--- config.mk ---
export PLATFORM = sky130hd
export DESIGN_NAME = ssaa_opq
export DESIGN_NICKNAME = d
export VERILOG_FILES = /design/src/rtl/ssaa_box_downsample_top_defines.svh /design/src/rtl/ssaa_pkg.sv /design/src/rtl/ssaa_opq.sv
export SDC_FILE = /design/constraint.sdc
export NUM_CORES = 1
export LEC_CHECK = 0
export ABC_AREA = 1
export BUFFER_PORTS_ARGS = -buffer_cell sky130_fd_sc_hd__buf_2
export CAP_MARGIN = 20
export CORE_ASPECT_RATIO = 1.25
export CORE_MARGIN = 2
export CORE_UTILIZATION = 46
export DETAILED_ROUTE_END_ITERATION = 6
export PLACE_DENSITY = 0.82
export SYNTH_ARGS = -nofsm -noshare
export SYNTH_HDL_FRONTEND = slang
export SYNTH_SLANG_ARGS = --single-unit
--- constraint.sdc ---
create_clock -name clk -period 6.7 [get_ports clk]
set_input_delay 0.67 -clock clk [delete_from_list [all_inputs] [get_ports clk]]
set_output_delay 0.67 -clock clk [all_outputs]
set_load 0.02 [all_outputs]
--- src/rtl/ssaa_box_downsample_top_defines.svh ---
// assertion macros shared by the downsampler modules
`ifndef SSAA_BOX_DOWNSAMPLE_TOP_DEFINES_SVH
`define SSAA_BOX_DOWNSAMPLE_TOP_DEFINES_SVH
`ifndef SYNTH
`define SSAA_ASSERT(label, ante, cons) \
  label: assert property (@(posedge clk) disable iff (rst) (ante) |-> (cons)) \
    else $error("ssaa assertion failed");
`define SSAA_ASSERT_NEXT(label, ante, cons) \
  label: assert property (@(posedge clk) disable iff (rst) (ante) |=> (cons)) \
    else $error("ssaa assertion failed");
`else
`define SSAA_ASSERT(label, ante, cons)
`define SSAA_ASSERT_NEXT(label, ante, cons)
`endif
`endif

--- src/rtl/ssaa_pkg.sv ---
package ssaa_pkg;

  localparam int CH_W       = 8;
  localparam int OW_W       = 11;
  localparam int OH_W       = 11;
  localparam int BLK_W      = 5;
  localparam int SW_W       = 15;
  localparam int COL_W      = 14;
  localparam int N_W        = 10;
  localparam int CFG_IDX_W  = 3;
  localparam int CFG_DATA_W = 15;

  localparam int SRC_WIDTH_MAX = 16384;

  localparam logic [CFG_IDX_W-1:0] REG_OUT_WIDTH  = 3'd0;
  localparam logic [CFG_IDX_W-1:0] REG_OUT_HEIGHT = 3'd1;
  localparam logic [CFG_IDX_W-1:0] REG_BLOCK_W    = 3'd2;
  localparam logic [CFG_IDX_W-1:0] REG_BLOCK_H    = 3'd3;
  localparam logic [CFG_IDX_W-1:0] REG_SRC_WIDTH  = 3'd4;

  typedef struct packed {
    logic            frame_start;
    logic [CH_W-1:0] red;
    logic [CH_W-1:0] green;
    logic [CH_W-1:0] blue;
  } pixel_t;

  typedef struct packed {
    logic [CH_W-1:0] avg_red;
    logic [CH_W-1:0] avg_green;
    logic [CH_W-1:0] avg_blue;
    logic            row_end;
    logic            frame_end;
  } result_t;

  // register values after range limiting
  typedef struct packed {
    logic [OW_W-1:0]  ow;
    logic [OH_W-1:0]  oh;
    logic [BLK_W-1:0] bw;
    logic [BLK_W-1:0] bh;
    logic [SW_W-1:0]  sw;
  } cfg_t;

  // one classified pixel handed from front to back
  typedef struct packed {
    logic             first;
    logic             emit;
    logic [COL_W-1:0] blk;
    logic [CH_W-1:0]  red;
    logic [CH_W-1:0]  green;
    logic [CH_W-1:0]  blue;
    logic [N_W-1:0]   n;
    logic             row_end;
    logic             frame_end;
  } op_t;

endpackage

--- src/rtl/ssaa_opq.sv ---
module ssaa_opq (
  input  logic           clk,
  input  logic           rst,
  input  logic           push,
  input  ssaa_pkg::op_t  din,
  input  logic           pop,
  output ssaa_pkg::op_t  dout,
  output logic           full,
  output logic           empty
);

  localparam int DEPTH = 2;
  localparam int PTR_W = $clog2(DEPTH);
  localparam int CNT_W = $clog2(DEPTH + 1);

  ssaa_pkg::op_t    slots [DEPTH];
  logic [PTR_W-1:0] wr_ptr;
  logic [PTR_W-1:0] rd_ptr;
  logic [CNT_W-1:0] count;

  assign dout  = slots[rd_ptr];
  assign full  = (count == CNT_W'(DEPTH));
  assign empty = (count == '0);

  always_ff @(posedge clk) begin
    if (push) begin
      slots[wr_ptr] <= din;
    end
  end

  always_ff @(posedge clk) begin
    if (rst) begin
      wr_ptr <= '0;
      rd_ptr <= '0;
      count  <= '0;
    end else begin
      if (push) begin
        wr_ptr <= wr_ptr + PTR_W'(1);
      end
      if (pop) begin
        rd_ptr <= rd_ptr + PTR_W'(1);
      end
      if (push && !pop) begin
        count <= count + CNT_W'(1);
      end else if (pop && !push) begin
        count <= count - CNT_W'(1);
      end
    end
  end

endmodule

==> out/results.txt <==
final routed wirelength across all metal layers: 6478 µm
H-tree levels: 3
grt total ovfl: 0
maximum clock skew at final layout: 0.006003 ns
critical setup path kind: reg -> out
Worst Tran Pin Value: 0.9527 ns
VDD IR max: 0.0001746 V
cell at the root of the clock tree: sky130_fd_sc_hd__clkbuf_16
pin count of the biggest net entering global routing: 53
die area: 9993 µm²
type of origin of the critical path: flip-flop
setup repair after global routing missed its margin: no
number of resized instances in the post-cts repair step: 0
number of warnings reported in the yosys synthesis log: 0
R2R Path Start: wr_ptr
count of hold buffers inserted by post-cts repair: 0
number of placed I/O pins: 110
top flip-flop cell by instance count after synthesis: sky130_fd_sc_hd__edfxtp_1
number of vias per cell after detailed routing: 4.686
leading post-synthesis cells by cell area: sky130_fd_sc_hd__edfxtp_1 (74%), sky130_fd_sc_hd__mux2_4 (18%), sky130_fd_sc_hd__buf_12 (2.4%)
shortest clock period the worst path allows after layout: 2.589 ns
first-pass GRT wire length: 9970 µm
number of max-capacitance violations reported: 0
leading cell type by number of instances after synthesis: sky130_fd_sc_hd__edfxtp_1
Max Transition Viols Final: 0
post-synthesis average cell area: 21.71 µm²
Final ANT Viol Nets: 0
via count of the routed design: 2057
Port Buf Inserts: 109
r2r endpoint: slots[0][0]
Max Buffers Root-to-Sink: 2
setup_tns: 0 ns
routed wire length per instance: 14.76 µm
synth cell count leaders: sky130_fd_sc_hd__edfxtp_1 (104), sky130_fd_sc_hd__mux2_4 (50), sky130_fd_sc_hd__inv_1 (9), sky130_fd_sc_hd__nor2_1 (7)
RePlAce Congestion: 0.6985
Clock Latency Late Sink: 0.34 ns
number of flops mapped to enable cells by yosys: 104
Hold Vio Cnt, Final: 0
vias in the first global route: 2113
biggest area consumer among synthesized cells: sky130_fd_sc_hd__edfxtp_1
clk slew on worst S/H paths: 0.07 ns
number of clock buffers inserted by TritonCTS: 9
status: finished, final reports clean
top cell type's share of synthesized area: 73.76%
highest net fanout along the worst path: 52
count of nets after finishing: 368
Crit path arrival time: 1.92 ns
Hold Path Class: in -> reg
post-layout power: 1.487 mW
Max transition margin: 36.49%
row count: 39
initial core utilization: 46.90%
TritonCTS clock tree: done
number of DRC markers after the initial detailed-route iteration: 67
Area growth, synth to finish: 21.51%
Setup Buffers After CTS: 0
non-filler instance count after layout: 439
net count after synthesis: 252
fillcell total: 698
sort of element at the end of the critical path: output pin
detailed-router iteration count before antenna repair: 6
combined area of all synthesized cells: 4234 µm²
flop2flop setup slack: 4.93 ns
global-route total usage across every layer: 13.15%
Yosys reg bits: 109
Lkg Pwr: 2.062 nW
count of antenna diodes in the layout: 0
end of the critical path: dout[32]
cells after synthesis: 195
core region area: 9027 µm²
width of the chip: 89.81 µm
share of layout cells above drive strength 1: 57.59%
Period Utilization, post-route: 38.64%
number of antenna violations at the first check in global routing: 0
worst stage delay on the critical path: 0.99 ns
Setup violations, final: 0
CP Data Required Time: 6.03 ns
Clock Sink Count: 109
die height: 111.3 µm
power per cell area: 289.0 nW/µm²
Detailed Place HPWL: 4376 µm
number of cells in the design after placement: 423
sequential-to-total area share from yosys stat: 76.12%
Cell variety after synth: 16
worst path cell trace: mux2_2 > buf_2
CP max stage cell: sky130_fd_sc_hd__dfxtp_4
post-synthesis async set-or-reset flop share: 0%
remaining routing DRC violations: 0
depth of the worst register-to-register path: 2
hold-critical path depth: 1
Achievable Freq: 386.3 MHz
## through the flow
step                hold slack, ns  worst slack [ns]  area, µm²  utilization [%]
finish                      0.5169             4.111       5145            56.99
global route                0.4971             4.006       5145            56.99
global placement            0.4920             4.456       4841            53.62
detailed placement          0.5080             4.436       4861            53.85
floorplan                   0.4799             3.343       4234                -
CTS                         0.5022             4.059       5145            56.99
## cells by family after synthesis
logic type / after synthesis / share of synthesized area (%)
AND/OR/NAND/NOR: 15 / 1.448
AO/OA/AOI/OAI: 2 / 0.2362
XOR/XNOR: 1 / 0.2069
adder cells (fa/ha/maj): 1 / 0.2955
multiplexers: 52 / 18.26
buffers and inverters: 15 / 3.428
flip-flops: 109 / 76.12
## final cells by class
type                    count  area, µm²  area share (%)
well taps                 123      153.9           2.991
clock inverters             7      58.81           1.143
repair buffers            111      573.1           11.14
multi-input cells          71      873.3           16.97
inverters                   9      33.78          0.6566
clock buffers               9      225.2           4.377
flip-flops and latches    109       3227           62.72
## flip-flops by register name (all words and copies together), names as in the netlist, named ones only
register  count
wr_ptr        1
slots       104
rd_ptr        1
count         2
## per-layer routing
layer / vias up / GRT usage (%) / wire length (µm)
met1: 1006 / 13.07 / 2416
met2: 62 / 24.09 / 3546
met5: - / 0 / 0
li1: 977 / - / -
met3: 12 / 5.303 / 377
met4: 0 / 5.538 / 139
## cell usage in the layout, fill, tap and decap left out
cell type / count
sky130_fd_sc_hd__clkinvlp_4: 2
sky130_fd_sc_hd__nand4_1: 1
sky130_fd_sc_hd__buf_2: 109
sky130_fd_sc_hd__nor2_4: 1
sky130_fd_sc_hd__mux2_4: 50
sky130_fd_sc_hd__buf_4: 1
sky130_fd_sc_hd__nor3_1: 1
sky130_fd_sc_hd__ha_1: 1
sky130_fd_sc_hd__clkinv_4: 3
sky130_fd_sc_hd__edfxtp_1: 104
sky130_fd_sc_hd__nand2_1: 5
sky130_fd_sc_hd__o21ai_0: 1
sky130_fd_sc_hd__dfxtp_1: 4
sky130_fd_sc_hd__nor2_1: 6
sky130_fd_sc_hd__xnor2_1: 1
sky130_fd_sc_hd__inv_2: 1
sky130_fd_sc_hd__mux2_2: 2
sky130_fd_sc_hd__inv_1: 8
sky130_fd_sc_hd__a21oi_1: 1
sky130_fd_sc_hd__nand3_1: 1
sky130_fd_sc_hd__dfxtp_4: 1
sky130_fd_sc_hd__buf_12: 1
sky130_fd_sc_hd__clkbuf_16: 9
sky130_fd_sc_hd__inv_6: 2
## worst max-delay path, delay by kind of cell (launching register included)
| family | cells | cell delay, ns |
|---|---|---|
| buffers and inverters | 1 | 0.16 |
| flip-flops | 1 | 0.99 |
| multiplexers | 1 | 0.42 |
## power by group
| part | total, mW | switching, mW | leakage [nW] | internal, mW |
|---|---|---|---|---|
| Combinational | 0.186 | 0.0942 | 0.911 | 0.0921 |
| Sequential | 0.814 | 0.0264 | 1.02 | 0.787 |
| Clock | 0.487 | 0.231 | 0.133 | 0.256 |
| Total | 1.49 | 0.351 | 2.06 | 1.14 |
## how the worst min path moves through the flow
stage	startpoint	end	slack [ns]
6_report	din[30]	slots[1][30]	0.52
5_1_grt	din[18]	slots[0][18]	0.50
4_1_cts	din[38]	slots[1][38]	0.50
3_5_place_dp	rd_ptr	flip-flop	0.51
3_3_place_gp	rd_ptr	flip-flop	0.49
2_1_floorplan	rd_ptr	flip-flop	0.48
No activity file was read; power rests on OpenSTA's default activity.
