===== src/rtl/ssaa_box_downsample_top_defines.svh =====
// assertion macros shared by the downsampler modules
`ifndef SSAA_BOX_DOWNSAMPLE_TOP_DEFINES_SVH
`define SSAA_BOX_DOWNSAMPLE_TOP_DEFINES_SVH
`ifndef SYNTH
`define SSAA_ASSERT(label, ante, cons) \
  label: assert property (@(posedge clk) disable iff (rst) (ante) |-> (cons)) \
    else $error("ssaa assertion failed");
`define SSAA_ASSERT_NEXT(label, ante, cons) \
  label: assert property (@(posedge clk) disable iff (rst) (ante) |=> (cons)) \
    else $error("ssaa assertion failed");
`else
`define SSAA_ASSERT(label, ante, cons)
`define SSAA_ASSERT_NEXT(label, ante, cons)
`endif
`endif


===== src/rtl/ssaa_pkg.sv =====
package ssaa_pkg;

  localparam int CH_W       = 8;
  localparam int OW_W       = 11;
  localparam int OH_W       = 11;
  localparam int BLK_W      = 5;
  localparam int SW_W       = 15;
  localparam int COL_W      = 14;
  localparam int N_W        = 10;
  localparam int CFG_IDX_W  = 3;
  localparam int CFG_DATA_W = 15;

  localparam int SRC_WIDTH_MAX = 16384;

  localparam logic [CFG_IDX_W-1:0] REG_OUT_WIDTH  = 3'd0;
  localparam logic [CFG_IDX_W-1:0] REG_OUT_HEIGHT = 3'd1;
  localparam logic [CFG_IDX_W-1:0] REG_BLOCK_W    = 3'd2;
  localparam logic [CFG_IDX_W-1:0] REG_BLOCK_H    = 3'd3;
  localparam logic [CFG_IDX_W-1:0] REG_SRC_WIDTH  = 3'd4;

  typedef struct packed {
    logic            frame_start;
    logic [CH_W-1:0] red;
    logic [CH_W-1:0] green;
    logic [CH_W-1:0] blue;
  } pixel_t;

  typedef struct packed {
    logic [CH_W-1:0] avg_red;
    logic [CH_W-1:0] avg_green;
    logic [CH_W-1:0] avg_blue;
    logic            row_end;
    logic            frame_end;
  } result_t;

  // register values after range limiting
  typedef struct packed {
    logic [OW_W-1:0]  ow;
    logic [OH_W-1:0]  oh;
    logic [BLK_W-1:0] bw;
    logic [BLK_W-1:0] bh;
    logic [SW_W-1:0]  sw;
  } cfg_t;

  // one classified pixel handed from front to back
  typedef struct packed {
    logic             first;
    logic             emit;
    logic [COL_W-1:0] blk;
    logic [CH_W-1:0]  red;
    logic [CH_W-1:0]  green;
    logic [CH_W-1:0]  blue;
    logic [N_W-1:0]   n;
    logic             row_end;
    logic             frame_end;
  } op_t;

endpackage


===== src/rtl/ssaa_front.sv =====
`include "ssaa_box_downsample_top_defines.svh"

module ssaa_front (
  input  logic             clk,
  input  logic             rst,
  input  ssaa_pkg::cfg_t   cfg,
  input  logic             cfg_wr,
  input  logic             push,
  input  ssaa_pkg::pixel_t pixel,
  output logic             full,
  input  logic             q_full,
  output logic             op_push,
  output ssaa_pkg::op_t    op
);

  localparam int COL_W     = ssaa_pkg::COL_W;
  localparam int BLK_W     = ssaa_pkg::BLK_W;
  localparam int SW_W      = ssaa_pkg::SW_W;
  localparam int OH_W      = ssaa_pkg::OH_W;
  localparam int N_W       = ssaa_pkg::N_W;
  localparam int E2_W      = SW_W + 1;
  localparam int RI_W      = BLK_W + 1;
  localparam int DIV_STEPS = COL_W;
  localparam int CNT_W     = $clog2(DIV_STEPS);
  localparam int DVS_W     = COL_W + BLK_W - 1;

  typedef enum logic [2:0] {
    F_RUN  = 3'b001,
    F_LOAD = 3'b010,
    F_DIV  = 3'b100
  } fstate_t;

  fstate_t           state;
  logic [COL_W-1:0]  col;
  logic [COL_W-1:0]  blk;
  logic [BLK_W-1:0]  sub;
  logic [COL_W-1:0]  base;
  logic [BLK_W-1:0]  rib;
  logic [OH_W-1:0]   orow;

  logic [COL_W-1:0]  dv_rem;
  logic [COL_W-1:0]  dv_q;
  logic [DVS_W-1:0]  dv_dvs;
  logic [CNT_W-1:0]  dv_cnt;

  logic [COL_W-1:0]  c_col;
  logic [COL_W-1:0]  c_blk;
  logic [BLK_W-1:0]  c_sub;
  logic [COL_W-1:0]  c_base;
  logic [BLK_W-1:0]  c_rib;
  logic [OH_W-1:0]   c_orow;

  logic              accept;
  logic              past;
  logic              col_ok;
  logic              fit_ok;
  logic              last_fit;
  logic              blk_ok;
  logic              rib_ok;
  logic              last_col;
  logic [COL_W-1:0]  ow_ext;
  logic [COL_W-1:0]  ow_m1_ext;
  logic [SW_W-1:0]   end1;
  logic [E2_W-1:0]   end2;
  logic [SW_W-1:0]   col_inc;
  logic [RI_W-1:0]   rib_inc;
  logic [RI_W-1:0]   sub_inc;
  logic              col_wrap;
  logic              rib_wrap;
  logic              sub_wrap;

  logic              dv_ge;
  logic              dv_last;
  logic [COL_W-1:0]  dv_rem_next;
  logic [COL_W-1:0]  dv_q_next;

  assign full   = (state != F_RUN) || q_full;
  assign accept = push && !full;

  // a frame start restarts all position counters for this item
  always_comb begin
    c_col  = pixel.frame_start ? '0 : col;
    c_blk  = pixel.frame_start ? '0 : blk;
    c_sub  = pixel.frame_start ? '0 : sub;
    c_base = pixel.frame_start ? '0 : base;
    c_rib  = pixel.frame_start ? '0 : rib;
    c_orow = pixel.frame_start ? '0 : orow;
  end

  always_comb begin
    ow_ext    = COL_W'(cfg.ow);
    ow_m1_ext = COL_W'(cfg.ow - 1'b1);
    end1      = {1'b0, c_base} + SW_W'(cfg.bw);
    end2      = {1'b0, end1} + E2_W'(cfg.bw);
    past      = (c_orow >= cfg.oh);
    col_ok    = ({1'b0, c_col} < cfg.sw);
    fit_ok    = (end1 <= cfg.sw);
    last_fit  = (end2 > {1'b0, cfg.sw});
    blk_ok    = (c_blk < ow_ext);
    rib_ok    = (c_rib < cfg.bh);
    last_col  = (c_blk == ow_m1_ext) || last_fit;

    col_inc  = {1'b0, c_col} + SW_W'(1);
    rib_inc  = {1'b0, c_rib} + RI_W'(1);
    sub_inc  = {1'b0, c_sub} + RI_W'(1);
    col_wrap = (col_inc >= cfg.sw);
    rib_wrap = (rib_inc >= {1'b0, cfg.bh});
    sub_wrap = (sub_inc >= {1'b0, cfg.bw});

    op_push = accept && !past && col_ok && fit_ok && blk_ok && rib_ok;

    op.first     = (c_rib == '0) && (c_sub == '0);
    op.emit      = (c_rib == cfg.bh - 1'b1) && (c_sub == cfg.bw - 1'b1);
    op.blk       = c_blk;
    op.red       = pixel.red;
    op.green     = pixel.green;
    op.blue      = pixel.blue;
    op.n         = N_W'(cfg.bw) * N_W'(cfg.bh);
    op.row_end   = last_col;
    op.frame_end = last_col && (c_orow == cfg.oh - 1'b1);
  end

  // column realignment after a register write: column / block width
  always_comb begin
    dv_ge       = (DVS_W'(dv_rem) >= dv_dvs);
    dv_rem_next = dv_ge ? (dv_rem - dv_dvs[COL_W-1:0]) : dv_rem;
    dv_q_next   = {dv_q[COL_W-2:0], dv_ge};
    dv_last     = (dv_cnt == CNT_W'(DIV_STEPS - 1));
  end

  always_ff @(posedge clk) begin
    if (rst) begin
      state <= F_RUN;
      col   <= '0;
      blk   <= '0;
      sub   <= '0;
      base  <= '0;
      rib   <= '0;
      orow  <= '0;
    end else begin
      if (accept && !past) begin
        if (col_wrap) begin
          col  <= '0;
          blk  <= '0;
          sub  <= '0;
          base <= '0;
          if (rib_wrap) begin
            rib  <= '0;
            orow <= c_orow + OH_W'(1);
          end else begin
            rib  <= rib_inc[BLK_W-1:0];
            orow <= c_orow;
          end
        end else begin
          col  <= col_inc[COL_W-1:0];
          rib  <= c_rib;
          orow <= c_orow;
          if (sub_wrap) begin
            sub  <= '0;
            blk  <= c_blk + COL_W'(1);
            base <= c_base + COL_W'(cfg.bw);
          end else begin
            sub  <= sub_inc[BLK_W-1:0];
            blk  <= c_blk;
            base <= c_base;
          end
        end
      end

      case (state)
        F_RUN: begin
          if (cfg_wr) begin
            state <= F_LOAD;
          end
        end
        F_LOAD: begin
          dv_rem <= col;
          dv_q   <= '0;
          dv_dvs <= {cfg.bw, {(COL_W-1){1'b0}}};
          dv_cnt <= '0;
          state  <= cfg_wr ? F_LOAD : F_DIV;
        end
        F_DIV: begin
          dv_rem <= dv_rem_next;
          dv_q   <= dv_q_next;
          dv_dvs <= dv_dvs >> 1;
          dv_cnt <= dv_cnt + CNT_W'(1);
          if (cfg_wr) begin
            state <= F_LOAD;
          end else if (dv_last) begin
            blk   <= dv_q_next;
            sub   <= dv_rem_next[BLK_W-1:0];
            base  <= col - dv_rem_next;
            state <= F_RUN;
          end
        end
        default: begin
          state <= F_RUN;
        end
      endcase
    end
  end

  `SSAA_ASSERT(a_stall_realign, state != F_RUN, full)
  `SSAA_ASSERT(a_op_in_row, op_push, op.blk < ow_ext && !past)
  `SSAA_ASSERT_NEXT(a_realign_sub, state == F_DIV && dv_last && !cfg_wr, sub < cfg.bw)

endmodule


===== config.mk =====
export PLATFORM = sky130hd
export DESIGN_NAME = ssaa_front
export DESIGN_NICKNAME = d
export VERILOG_FILES = /design/src/rtl/ssaa_pkg.sv /design/src/rtl/ssaa_front.sv
export VERILOG_INCLUDE_DIRS = /design/src /design/src/rtl
export SDC_FILE = /design/constraint.sdc
export NUM_CORES = 1
export LEC_CHECK = 0
export BUFFER_PORTS_ARGS = -buffer_cell sky130_fd_sc_hd__buf_2
export CAP_MARGIN = 5
export CORE_MARGIN = 10
export CORE_UTILIZATION = 40
export CTS_CLUSTER_SIZE = 24
export DETAILED_ROUTE_END_ITERATION = 7
export SETUP_SLACK_MARGIN = 0.02
export SYNTH_ARGS = -nofsm -noshare
export SYNTH_HDL_FRONTEND = slang
export SYNTH_SLANG_ARGS = --single-unit
export TNS_END_PERCENT = 50

===== constraint.sdc =====
create_clock -name clk -period 6.6 [get_ports clk]
set_input_delay 0.33 -clock clk [delete_from_list [all_inputs] [get_ports clk]]
set_output_delay 0.33 -clock clk [all_outputs]
set_load 0.02 [all_outputs]

==> results of run 1 <==
[routing by layer]
| layer | wire (um) | GRT usage |
|---|---|---|
| met4 | 344 | 0.04417 |
| met3 | 1743 | 0.03047 |
| met2 | 16060 | 0.3062 |
| met1 | 15820 | 0.2415 |
| met5 | 0 | 0 |
[cells in the final DEF (no fill, tap or decap), types with 17 or more instances in the layout]
master     netlist  routed
a21oi_1         79      79
nand3_1         47      47
dfxtp_1         66      66
buf_2            6      82
nor2b_1         63      63
nor2_1         103     103
a221oi_1        21      21
and3_1          28      28
o21ai_0         69      69
o21a_1          23      23
inv_1          107     107
ha_1           164     164
nor3_1          36      35
xnor2_1         84      84
clkbuf_16        0      17
edfxtp_1        49      49
xor2_1          39      39
nand2_1        107     107
nand4_1         27      27
a21o_1          27      27
a211oi_1        23      22
[power by group through the flow]
stage / logic (uW) / clock network, uW / registers [uW]
floorplan: 282 / 0 / 762
global placement: 376 / 0 / 764
detailed placement: 379 / 0 / 764
CTS: 383 / 863 / 749
global route: 424 / 899 / 749
finish: 381 / 849 / 749
[registers in the layout (all words and copies together) (netlist names)]
register and flops:
dv_dvs 18, base 14, blk 14, col 14, dv_rem 14, dv_q 13, orow 11, rib 5
sub 5, dv_cnt 4, state 3
[synth_stat cells, types with 12 or more instances]
master    instances  area, um^2
a211oi_1         23       172.7
a21o_1           27       202.7
a21oi_1          79       395.4
a221oi_1         21       183.9
a31oi_1          12       75.07
and3_1           28       175.2
buf_4            26       195.2
clkbuf_1         39       146.4
dfxtp_1          66        1321
edfxtp_1         49        1471
fa_1             13       260.3
ha_1            164        2052
inv_1           107       401.6
mux2i_1          13       130.1
nand2_1         107       401.6
nand2b_1         13       81.33
nand3_1          47       235.2
nand4_1          27       168.9
nor2_1          103       386.6
nor2b_1          63       394.1
nor3_1           36       180.2
o21a_1           23       172.7
o21ai_0          69       345.3
xnor2_1          84       735.7
xor2_1           39       341.6
[worst register-to-register path, cell delays in order (launching register included)]
cell and delay, ps:
edfxtp_1 360, inv_1 90, ha_1 180, inv_1 60, fa_1 410, a211oi_1 270
o21ai_0 130, a31o_2 260, a21oi_1 220, o21ai_0 140, o21a_1 540, o21ai_0 790
ha_1 420, o211ai_1 180, nand3_1 160, a2111oi_0 660, o41ai_1 260, a21o_1 230
a21oi_1 150, xnor3_1 230, a211oi_1 220
[how the worst min path moves through the flow]
stage / slack (ps) / start / depth (start not counted) / end
final: 160 / cfg_wr / 2 / state[2]$_SDFFE_PP0P_
after global routing: 170 / cfg_wr / 2 / state[2]$_SDFFE_PP0P_
after CTS: 150 / cfg_wr / 2 / state[2]$_SDFFE_PP0P_
after detailed placement: 460 / orow[1]$_SDFFE_PP0P_ / 2 / orow[1]$_SDFFE_PP0P_
after global placement: 450 / orow[1]$_SDFFE_PP0P_ / 2 / orow[1]$_SDFFE_PP0P_
after floorplan: 420 / cfg_wr / 1 / state[2]$_SDFFE_PP0P_
[stage by stage]
| step | cell area [um^2] | std cells | total power (uW) | hold WS [ps] | setup WS [ps] |
|---|---|---|---|---|---|
| 6_report | 12950 | 1858 | 1978 | 160.1 | 561.1 |
| 2_1_floorplan | 11810 | 1424 | 1044 | 419.7 | 208.7 |
| 3_3_place_gp | 12420 | 1826 | 1140 | 454.2 | 893.7 |
| 3_5_place_dp | 12420 | 1826 | 1143 | 457.4 | 837.0 |
| 5_1_grt | 12950 | 1858 | 2072 | 174.3 | 119.5 |
| 4_1_cts | 12950 | 1858 | 1994 | 147.4 | 747.5 |
[cells by family after synthesis]
group / count (synthesis) / share of synthesized area
AOI/OAI and AO/OA: 328 / 0.1859
xor gates and xnor gates: 124 / 0.09310
adders and majority gates: 179 / 0.1974
buffers and inverters: 184 / 0.06737
DFF: 115 / 0.2364
muxes: 14 / 0.01197
and+or+nand+nor: 480 / 0.2078
[layout make-up]
class / instances / area [um^2]
multi-input combinational: 1125 / 8242
sequential: 115 / 2793
clock buffer: 17 / 425.4
timing repair buffer: 94 / 500.5
fill: 2868 / 15980
clock inverter: 15 / 107.6
tap: 384 / 480.5
inverter: 108 / 405.4
==> flow_summary.toml, run 1 <==
[grt]
gr-usage-all-layers = 0.1836
grt_pass1_wl_um = 54590
antenna_found_initial = 0
overflow = 0
grt_pass1_vias = 10190
grt_max_degree = 61

[run]
cap_violations = 0

[setup_path]
path_cells = "inv_1 -> ha_1 -> inv_1 -> fa_1 -> a211oi_1 -> o21ai_0 -> a31o_2 -> a21oi_1 -> o21ai_0 -> o21a_1 -> o21ai_0 -> ha_1 -> o211ai_1 -> nand3_1 -> a2111oi_0 -> o41ai_1 -> a21o_1 -> a21oi_1 -> xnor3_1 -> a211oi_1"
crit_start = "dv_rem[0]$_DFFE_PP_"
startpoint_type = "flip-flop"
reg2reg_depth = 20
path_depth = 20
path_common_cell = "o21ai_0"
crit_type = "reg -> reg"
critPathRequiredTime_ps = 6940
end_kind = "flip-flop"
r2r_slack_ps = 560
r2r-end = "base[13]$_SDFF_PP0_"
crit_path_end = "base[13]$_SDFF_PP0_"
worst-path-max-fanout = 18
cp_top_family = "compound AO/OA/AOI/OAI gates"
worst-path-buf-inv = 2
cp_slowest_stage_delay_ps = 790
rr_startpoint = "dv_rem[0]$_DFFE_PP_"
cp.arrival_ps = 6380
slowest_stage = "o21ai_0"

[final_layout]
utilization = 0.4477
final_layout_size_suffix_gt1_frac = 0.09837
area_growth_pct = 9.660
nets = 1715
n_antenna_cell = 0

[synth]
ys_warn_count = 0
syn_avg_cell_area_um2 = 8.295
synth_area_um2 = 11810
yosysUniqueCellTypes = 72
seq_area_frac_synth = 0.2364
async_flop_share = 0
ys_ff_latch = 115
synth_edf_count = 49
synth_flop_cell = "dfxtp_1"
synth_nets = 1678
syn_inst = 1424

[detailed_routing]
wl_um = 33970
drtIter0Drc = 633
wl_per_cell_um = 18.28
vias_per_cell = 5.631
dr.pass1.iters = 5
ant_nets = 0
drc = 0
num_vias = 10460

[sta]
finalCriticalPeriod_ps = 6039
relSlewSlack = 0.3650
hold_violations = 0
fin_setup_tns_ps = 0
setup_violations = 0
finalCritPeriodShare = 0.9150
worst_pin_slew_ps = 952.5
maxSlewViolCount = 0
clock_skew_ps = 13.20
rsz0062_at_grt = "false"
fmax_mhz = 165.6

[clock_network]
cts-htree-levels = 4
cts_buffers = 17
cts_setup_buffers = 0
cts.sinks = 115
clkLatencyLatePin_ps = 430
cts_tree = "yes"
cts_root_buffer = "clkbuf_16"
ctsHoldBuffers = 0
ctsResizeCount = 0
clockBufferDepth = 2
cts.clk_slew.worst_paths_ps = 60

[floorplan]
io_pins = 131
die_area_um2 = 36800
die_h_um = 191.8
die_w_um = 191.8
rows = 62
core_area_um2 = 28940
initial_core_util = 0.4082

[outcome]
status = "finished, final reports clean"

[power_and_ir_drop]
seq_power_share = 0.378
p_int_uw = 1367
p_switching_uw = 611.1
ir_worst_vdd_mv = 0.1401
total_leakage_power_uw = 0.005790
p_clk_frac = 0.429
p_per_area_nw_per_um2 = 152.7
power_frac_comb = 0.193
p_sw_frac = 0.3089

[worst_hold_path]
hp-class = "in -> reg"

[placed_design]
place.gp.congestion = 0.9321
dpl.hpwl_um = 26560
portBuffers = 82
Power figures use the tool's default switching activity.
==> inputs of run 2 (changes only) <==
- GPL_ROUTABILITY_DRIVEN: unset -> 0
- MAX_ROUTING_LAYER: unset -> met4
==> run 2 against run 1 <==
  * Via count is essentially flat
  * Sequential share of layout area is 0.12 points lower
  * Count of clock-buffer cells in the layout rose by 4
  * Worst setup slack better by 130 ps
  * Largest cell class unchanged
  * Sequential power about the same
  * Core utilization increased by 0.26 points
  * Global-route usage increased by 0.35 points
  * Critical path type is now reg -> out
==> flow_summary.toml, run 2 (synthesized netlist as in run 1, its figures left out) <==
[setup_path]
slowest_stage = "a221oi_1"
r2r_slack_ps = 710
cp_slowest_stage_delay_ps = 570
end_kind = "output pin"
cp_top_family = "adder cells"
crit_type = "reg -> out"
path_cells = "nor2b_1 -> ha_1 -> fa_1 -> maj3_1 -> a21oi_1 -> xnor2_1 -> ha_1 -> nand2_1 -> o21ai_0 -> and3_1 -> nand4_1 -> nor4b_1 -> xor2_1 -> ha_1 -> a2111oi_0 -> o21ai_0 -> a21oi_1 -> a221oi_1 -> a41o_1 -> nor4b_1 -> buf_2"
critPathRequiredTime_ps = 6270
worst-path-buf-inv = 1
worst-path-max-fanout = 4
startpoint_type = "flip-flop"
cp.arrival_ps = 5580
path_common_cell = "ha_1"

[sta]
fin_setup_tns_ps = 0
finalCriticalPeriod_ps = 5914
fmax_mhz = 169.1
finalCritPeriodShare = 0.8960
hold_ws_ps = 162.4
hold_violations = 0
rsz0062_at_grt = "false"
maxSlewViolCount = 0
relSlewSlack = 0.3387
setup_violations = 0
worst_pin_slew_ps = 992.0
clock_skew_ps = 12.76

[floorplan]
die_h_um = 191.8
core_area_um2 = 28940
die_area_um2 = 36800
die_w_um = 191.8
initial_core_util = 0.4082
io_pins = 131
rows = 62

[clock_network]
cts_root_buffer = "clkbuf_16"
clockBufferDepth = 2
cts.clk_slew.worst_paths_ps = 60
cts_buffers = 17
cts-htree-levels = 4
ctsHoldBuffers = 0
ctsResizeCount = 0
clkLatencyLatePin_ps = 420
cts.sinks = 115
cts_tree = "yes"
cts_setup_buffers = 0

[detailed_routing]
ant_nets = 0
wl_per_cell_um = 18.00
num_vias = 10450
wl_um = 33440
drtIter0Drc = 582
vias_per_cell = 5.625
drc = 0
dr.pass1.iters = 5

[final_layout]
n_antenna_cell = 0
layout_commonest_cell = "ha_1"
fin_cells = 1858
utilization = 0.4502
final_cell_mix = "164 x ha_1, 107 x inv_1, 107 x nand2_1"
largest_reg_flops = 18
final_layout_size_suffix_gt1_frac = 0.09837
nets = 1715
area_growth_pct = 10.28
largest-register = "dv_dvs"
post-route-cell-area_um2 = 13030

[grt]
antenna_found_initial = 0
grt_max_degree = 61
grt_pass1_vias = 10510
grt_pass1_wl_um = 54230
grt_use_met3 = 0.03827
gr-usage-all-layers = 0.1871
met1_usage = 0.2302
grt_busiest_layer = "met2"
overflow = 0
grt_use_met2 = 0.3036

[placed_design]
dpl.hpwl_um = 26280
placed_cell_area_um2 = 12420
portBuffers = 82
dp.cells = 1826

[run]
cap_violations = 0

[power_and_ir_drop]
p_per_area_nw_per_um2 = 159.4
ir_worst_vdd_mv = 0.1604
total_leakage_power_uw = 0.005832

[outcome]
status = "finished, final reports clean"

[worst_hold_path]
hp-class = "in -> reg"
-- run 2: cell types whose count changed in the layout (fill, tap and decap cells not counted), sizes merged --
cell and delta:
clkinvlp -2, bufinv +2, inv -2, clkbuf +4, clkinv -2
-- run 2: stage by stage --
stage / setup WS, ps / total power, uW
4_1_cts: 677.7 / 2092
3_3_place_gp: 919.7 / 1137
6_report: 686.2 / 2077
3_5_place_dp: 786.4 / 1142
5_1_grt: 340.0 / 2163
2_1_floorplan: 208.7 / 1044
-- run 2: layout make-up --
class | instances | area (um^2)
fill | 2870 | 15910
multi-input combinational | 1125 | 8242
sequential | 115 | 2793
timing repair buffer | 94 | 500.5
clock buffer | 21 | 481.7
tap | 384 | 480.5
inverter | 108 | 405.4
clock inverter | 11 | 125.1
-- run 2: report_power, final --
part           switching (uW)  total (uW)  internal, uW
sequential               5.44         749           743
clock                     351         950           599
combinational             234         378           144
-- run 2: worst paths after layout --
check	start	to	cells after the start
worst min-delay path	cfg_wr	state[2]$_SDFFE_PP0P_	2
worst max register to register	dv_rem[0]$_DFFE_PP_	base[13]$_SDFF_PP0_	20
worst min register to register	orow[1]$_SDFFE_PP0P_	orow[1]$_SDFFE_PP0P_	2
worst max-delay path	base[0]$_SDFF_PP0_	op[0]	21
-- run 2: layer usage --
| metal | routed length (um) | share of wire | vias up |
|---|---|---|---|
| li1 | - | - | 5180 |
| met1 | 15200 | 0.45 | 4963 |
| met2 | 15530 | 0.46 | 254 |
| met3 | 2068 | 0.062 | 55 |
| met4 | 639 | 0.019 | 0 |
| met5 | 0 | 0 | - |
==> inputs of run 3 (changes only) <==
- CORE_UTILIZATION: 40 -> 45
- TNS_END_PERCENT: 50 -> 5
==> run 3 against run 2 <==
  * Combinational power is 1% higher
  * Worst setup slack worse by 42 ps
  * Via count is 0.96% lower
  * First-iteration DRC count is 26% higher
  * Cell count is 2.6% lower
  * Fmax is 0.71% lower
  * Total power is 1.7% lower
  * Count of clock-buffer cells in the layout is 2 lower
  * Final area is 0.76% lower
  * Sequential power hardly changed
  * Critical path depth stayed put
  * Clock power is 4.2% lower
  * Critical path type unchanged
==> flow_summary.toml, run 3 (synthesized netlist as in run 1, its figures left out) <==
[clock_network]
ctsResizeCount = 0
cts.sinks = 115
cts_buffers = 17
cts_setup_buffers = 0
cts_tree = "yes"
clockBufferDepth = 2
ctsHoldBuffers = 0
cts_root_buffer = "clkbuf_16"
cts-htree-levels = 4
clkLatencyLatePin_ps = 430
cts.clk_slew.worst_paths_ps = 60

[placed_design]
dp.cells = 1777
portBuffers = 82
dpl.hpwl_um = 25660

[grt]
grt_pass1_wl_um = 53710
grt_max_degree = 62
overflow = 0
grt_pass1_vias = 10130
gr-usage-all-layers = 0.2026
antenna_found_initial = 0

[detailed_routing]
vias_per_cell = 5.719
wl_per_cell_um = 18.26
dr.pass1.iters = 5
ant_nets = 0
drtIter0Drc = 735
wl_um = 33060
drc = 0
num_vias = 10350

[sta]
fmax_mhz = 167.9
hold_violations = 0
clock_skew_ps = 11.81
fin_setup_tns_ps = 0
setup_violations = 0
relSlewSlack = 0.2937
finalCritPeriodShare = 0.9025
hold_ws_ps = 172.2
worst_pin_slew_ps = 1059
finalCriticalPeriod_ps = 5956
rsz0062_at_grt = "false"
maxSlewViolCount = 0

[setup_path]
slowest_stage = "a221oi_1"
crit_type = "reg -> out"
cp.arrival_ps = 5630
cp_slowest_stage_delay_ps = 580
worst-path-max-fanout = 4
end_kind = "output pin"
startpoint_type = "flip-flop"
critPathRequiredTime_ps = 6270
path_common_cell = "ha_1"
path_cells = "nor2b_1 -> ha_1 -> fa_1 -> maj3_1 -> a21oi_1 -> xnor2_1 -> ha_1 -> nand2_1 -> o21ai_0 -> and3_1 -> nand4_1 -> nor4b_1 -> xor2_1 -> ha_1 -> a2111oi_0 -> o21ai_0 -> a21oi_1 -> a221oi_1 -> a41o_1 -> nor4b_1 -> buf_2"

[final_layout]
final_layout_size_suffix_gt1_frac = 0.09566
largest-register = "dv_dvs"
largest_reg_flops = 18
fin_cells = 1810
layout_commonest_cell = "ha_1"
utilization = 0.4990
nets = 1715
area_growth_pct = 9.448
final_cell_mix = "164 x ha_1, 107 x inv_1, 107 x nand2_1"

[floorplan]
die_w_um = 182.0
initial_core_util = 0.4559
die_area_um2 = 33130
core_area_um2 = 25910
rows = 59
io_pins = 131
die_h_um = 182.0

[power_and_ir_drop]
p_per_area_nw_per_um2 = 157.8
ir_worst_vdd_mv = 0.1945
power_uw = 2041
total_leakage_power_uw = 0.005799

[outcome]
status = "finished, final reports clean"

[run]
cap_violations = 0

[worst_hold_path]
hp-class = "in -> reg"
run 3: worst paths after layout:
check                  startpoint                    end  slack (ps)  cells past startpoint
min                        cfg_wr  state[2]$_SDFFE_PP0P_         170                      2
max            base[0]$_SDFF_PP0_                  op[0]         640                     21
min reg2reg  orow[1]$_SDFFE_PP0P_   orow[1]$_SDFFE_PP0P_         470                      2
max reg2reg   dv_rem[0]$_DFFE_PP_    base[13]$_SDFF_PP0_         860                     22
run 3: worst max-delay path, delay by kind of cell (launching register included):
family / cells / cell delay [ps]
XOR/XNOR: 2 / 290
AO/OA/AOI/OAI: 7 / 1540
adder cells (fa/ha/maj): 5 / 1650
AND/OR/NAND/NOR: 6 / 1200
flip-flops: 1 / 300
buffers and inverters: 1 / 220
run 3: final cells by class:
cell class	count	area, um^2
Timing Repair Buffer	94	500.5
Fill cell	2522	12980
Antenna cell	1	2.502
Multi-Input combinational cell	1125	8242
Sequential cell	115	2793
Inverter	108	405.4
Clock buffer	19	432.9
Clock inverter	13	133.9
Tap cell	335	419.2
run 3: metrics by stage:
step	instance area, um^2	worst slack (ps)
final	12930	643.7
after global routing	12930	131.9
after CTS	12930	590.4
after detailed placement	12360	634.8
after global placement	12360	837.4
after floorplan	11810	208.7
run 3: power by group:
part	internal, uW	total, uW	switching, uW
Sequential	743	749	5.55
Clock	554	910	356
Combinational	144	382	238
Total	1440	2040	599
run 3: per-layer routing:
layer	GRT usage	vias up	wire (um)
met1	0.2622	4858	15520
li1	-	5185	-
met5	-	-	0
met4	0.05760	0	633
met3	0.03042	50	1791
met2	0.3217	259	15110
